<file path="config.mk">
export PLATFORM = sky130hd
export DESIGN_NAME = rfab_mix
export DESIGN_NICKNAME = d
export VERILOG_FILES = /design/src/rtl/rfab_pkg.sv /design/src/rtl/rfab_mix.sv
export SDC_FILE = /design/constraint.sdc
export NUM_CORES = 1
export LEC_CHECK = 0
export ABC_AREA = 0
export BUFFER_PORTS_ARGS = -buffer_cell sky130_fd_sc_hd__buf_2
export CORE_MARGIN = 2
export CORE_UTILIZATION = 58
export CTS_CLUSTER_DIAMETER = 120
export CTS_CLUSTER_SIZE = 30
export DETAILED_ROUTE_END_ITERATION = 10
export GPL_TIMING_DRIVEN = 0
export PLACE_DENSITY = 0.77
export REMOVE_ABC_BUFFERS = 1
export SETUP_SLACK_MARGIN = 0.3
export SYNTH_ARGS = -nofsm -noshare
export SYNTH_HDL_FRONTEND = slang
export SYNTH_SLANG_ARGS = --single-unit
</file>
<file path="constraint.sdc">
create_clock -name clk -period 19.3 [get_ports clk]
set_clock_uncertainty 0.2 [all_clocks]
set_input_delay 2.895 -clock clk [delete_from_list [all_inputs] [get_ports clk]]
set_output_delay 2.895 -clock clk [all_outputs]
set_load 0.02 [all_outputs]
</file>
<file path="src/rtl/rfab_pkg.sv">
package rfab_pkg;

    localparam int CH_W  = 8;
    localparam int PIX_W = 4 * CH_W;
    localparam int ACC_W = 2 * CH_W;

    // Request kinds carried on the input tuser.
    localparam logic [1:0] REQ_PLOT = 2'd0;
    localparam logic [1:0] REQ_READ = 2'd1;
    localparam logic [1:0] REQ_FILL = 2'd2;

    // Configuration register indexes.
    localparam logic CFG_ACTIVE_WIDTH  = 1'b0;
    localparam logic CFG_ACTIVE_HEIGHT = 1'b1;

    localparam logic [8:0] CFG_DIM_RESET = 9'd256;

    // Control of the shared multiply-accumulate unit.
    typedef struct packed {
        logic load;
        logic accum;
    } mac_ctrl_t;

endpackage

</file>
<file path="src/rtl/rfab_mix.sv">
module rfab_mix (
    input  logic                clk,
    input  rfab_pkg::mac_ctrl_t ctrl,
    input  logic [7:0]          op_a,
    input  logic [7:0]          op_b,
    output logic [7:0]          quot
);

    import rfab_pkg::*;

    logic [ACC_W-1:0] acc_reg;
    logic [ACC_W-1:0] acc_next;
    logic [ACC_W-1:0] product;
    logic [ACC_W:0]   div_sum;

    assign product = ACC_W'(op_a) * ACC_W'(op_b);

    always_comb
    begin
        acc_next = acc_reg;
        if (ctrl.load)
        begin
            acc_next = product;
        end
        else if (ctrl.accum)
        begin
            acc_next = acc_reg + product;
        end
    end

    always_ff @(posedge clk)
    begin
        acc_reg <= acc_next;
    end

    // Exact floor(x / 255) for x up to 255 * 255, the largest blend sum: (x + (x >> 8) + 1) >> 8.
    assign div_sum = (ACC_W+1)'(acc_reg) + (ACC_W+1)'(acc_reg >> CH_W) + (ACC_W+1)'(1);
    assign quot    = div_sum[ACC_W-1:CH_W];

endmodule
</file>
==> results.json <==
{
  "postCtsSetupBuffers": 0,
  "cp.arrival_ns": 8.55,
  "ir_drop_v": 0.000103,
  "pwr-share-seq": 0.128,
  "slew_headroom": 0.664,
  "via_count": 2869,
  "clock_latency_ns": 0.25,
  "path_max_fanout": 8,
  "syn2layout_area_growth_pct": 6.84,
  "die_width_microns": 83.8,
  "grtUsageTotal": 0.205,
  "synth_cell_types": 43,
  "grt_max_degree": 31,
  "cellPowerDensity_nw_per_um2": 184,
  "drv_slew": 0,
  "rsz0062_at_grt": "no",
  "p_clk_frac": 0.037,
  "path_delay_family": "adder cells",
  "regArea_sq_um": 480,
  "start_util": 0.592,
  "gr-total-overflow": 0,
  "numCtsBuffers": 3,
  "setup_viol": 0,
  "crit_top_cell": "fa_1",
  "drc": 0,
  "fin_tns_setup_ns": 0,
  "synth_most_common_cell": "ha_1",
  "hold_buffers": 0,
  "ctsResizeCount": 0,
  "nFillCells": 540,
  "drtPass1Iterations": 4,
  "final_nets": 538,
  "io_buffers": 26,
  "layout-drive-gt1-share": 0.102,
  "clkSlewWorstSetupHoldPaths_ns": 0.07,
  "yosys_warnings": 0,
  "routed_wl_mm": 7.16,
  "chipHeight_microns": 83.8,
  "stdcell_area_sq_um": 3950,
  "worst_hold_path_type": "flip-flop to flip-flop",
  "dieArea_sq_um": 7020,
  "place_area_sq_um": 3910,
  "synth_seq_area_share": 0.130,
  "multi_input_area_sq_um": 3010,
  "ys_top_cells_by_area": "fa_1 20%, ha_1 20%, edfxtp_1 13%, and2_1 9.5%, inv_1 5.0%",
  "clock_sinks": 16,
  "ys_ff_latch": 16,
  "critPathKind": "input pin to flip-flop",
  "synthFlopType": "edfxtp_1",
  "netlist_top_cells_count": "59 x ha_1, 56 x and2_1, 49 x inv_1",
  "cts_tree": "yes",
  "diodes": 0,
  "avgSynthCellArea_sq_um": 9.35,
  "timing.final.crit_share": 0.453,
  "netlist_area_sq_um": 3690,
  "p_sw_frac": 0.500,
  "htreeDepth": 1,
  "gp_congestion": 0.895,
  "internal-power_uw": 363,
  "hold_violations": 0,
  "p_leak_nw": 2.01,
  "root_buffer": "clkbuf_8",
  "critical-path-max-stage-delay_ns": 0.55,
  "switchingPower_uw": 364,
  "clockBufferDepth": 2,
  "post_drt_wl_per_cell_microns": 14.4,
  "core_area_sq_um": 6240,
  "synth_edf_count": 16,
  "row_count": 29,
  "crit_path_start_kind": "input pin",
  "ios": 27,
  "required_ns": 19.11,
  "crit_buf_inv": 4,
  "first_global_vias": 2685,
  "grt_pass1_wl_mm": 12.0,
  "max_freq_mhz": 114,
  "worstMarginPinSlew_ns": 0.504,
  "drv_cap": 0,
  "largest_register_ffs": 16,
  "synth_top_area_share": 0.201,
  "antenna_found_initial": 0,
  "endpoint_kind": "flip-flop",
  "crit_chain": "buf_2 -> nand2_1 -> fa_1 -> fa_1 -> inv_1 -> fa_1 -> inv_1 -> fa_1 -> inv_1 -> ha_1 -> o21ai_0 -> or3_1 -> nand3_1 -> a21oi_1 -> xnor2_1 -> ha_1 -> a21o_1 -> a221oi_1 -> a21bo_2 -> a311oi_2 -> xnor3_1",
  "synth_largest_area_cell": "fa_1",
  "status": "complete, no violations",
  "pwr-share-comb": 0.835,
  "final_antenna_net_count": 0,
  "period_minus_slack_ns": 8.74,
  "vias_per_cell": 5.76,
  "hpwl_mm": 6.03,
  "syn_inst": 395,
  "synth_async_sr_flop_share": 0,
  "initialDrtViolationCount": 127,
  "cpMaxStageDelayCell": "fa_1"
}
==> cell families (layout without fill, tap and decap cells) <==
family | Yosys count | after routing | share of synthesized area
simple gates | 112 | 112 | 0.166
fa+ha+maj | 96 | 96 | 0.400
buf+inv | 52 | 78 | 0.0539
xor+xnor | 33 | 33 | 0.0820
flops | 16 | 16 | 0.130
compound gates | 82 | 82 | 0.156
mux | 4 | 4 | 0.0122
==> layer usage <==
layer,part of all wire,vias to the layer above,routed length [microns],track usage
li1,-,1414,-,-
met2,0.51,48,3640,0.354
met3,0.032,14,229,0.0227
met5,0,-,0,0
met4,0.015,0,107,0.0425
met1,0.44,1393,3180,0.280
==> worst register-to-register path: stages (launching register included) <==
cell	delay, ns
edfxtp_1	0.40
ha_1	0.25
fa_1	0.42
a21o_1	0.21
a221oi_2	0.37
o21ai_0	0.22
a221oi_2	0.29
xnor2_1	0.09
mux2_2	0.27
==> layout by cell type, fill, tap and decap left out, types with 3 or more instances in the layout <==
cell and count:
ha_1 59, and2_1 56, inv_1 49, fa_1 37, nand2_1 29, buf_2 26
o21ai_0 22, xnor2_1 21, a21oi_1 18, edfxtp_1 16, a21o_1 13, xor2_1 11
nand3_1 6, nor2_1 4, and3_1 4, a211oi_1 4, nor3_1 4, mux2_2 4
o211a_1 3, a31oi_1 3, o21bai_1 3, clkbuf_8 3
==> worst paths after layout <==
check | from | end | slack (ns) | depth (start not counted)
worst min register to register | acc_reg[0] | acc_reg[0] | 0.53 | 2
worst max register to register | acc_reg[0] | acc_reg[14] | 16.34 | 8
worst max-delay path | op_a[0] | acc_reg[15] | 10.56 | 21
worst min-delay path | acc_reg[0] | acc_reg[0] | 0.53 | 2
==> power by group through the flow <==
stage               clock network (mW)  logic, mW  registers [mW]
floorplan                            0      0.497          0.0856
CTS                             0.0266      0.609          0.0932
finish                          0.0266      0.607          0.0933
global route                    0.0283      0.683          0.0959
detailed placement                   0      0.605          0.0942
global placement                     0      0.588          0.0936
==> metrics by stage <==
step	util	hold WS, ns	setup WS [ns]	instances	total power, mW
global route	0.632	0.560	10.38	498	0.807
finish	0.632	0.530	10.56	498	0.727
CTS	0.632	0.539	10.58	498	0.729
global placement	0.626	0.513	10.35	495	0.681
detailed placement	0.626	0.525	10.31	495	0.699
floorplan	-	0.468	10.94	392	0.582
==> layout make-up <==
cell class	count	share of cell area
Tap cell	77	0.0244
Timing Repair Buffer	26	0.0330
Sequential cell	16	0.122
Inverter	49	0.0466
Multi-Input combinational cell	327	0.764
Clock buffer	3	0.0105
Note: power is estimated with default switching activity, not from simulation.
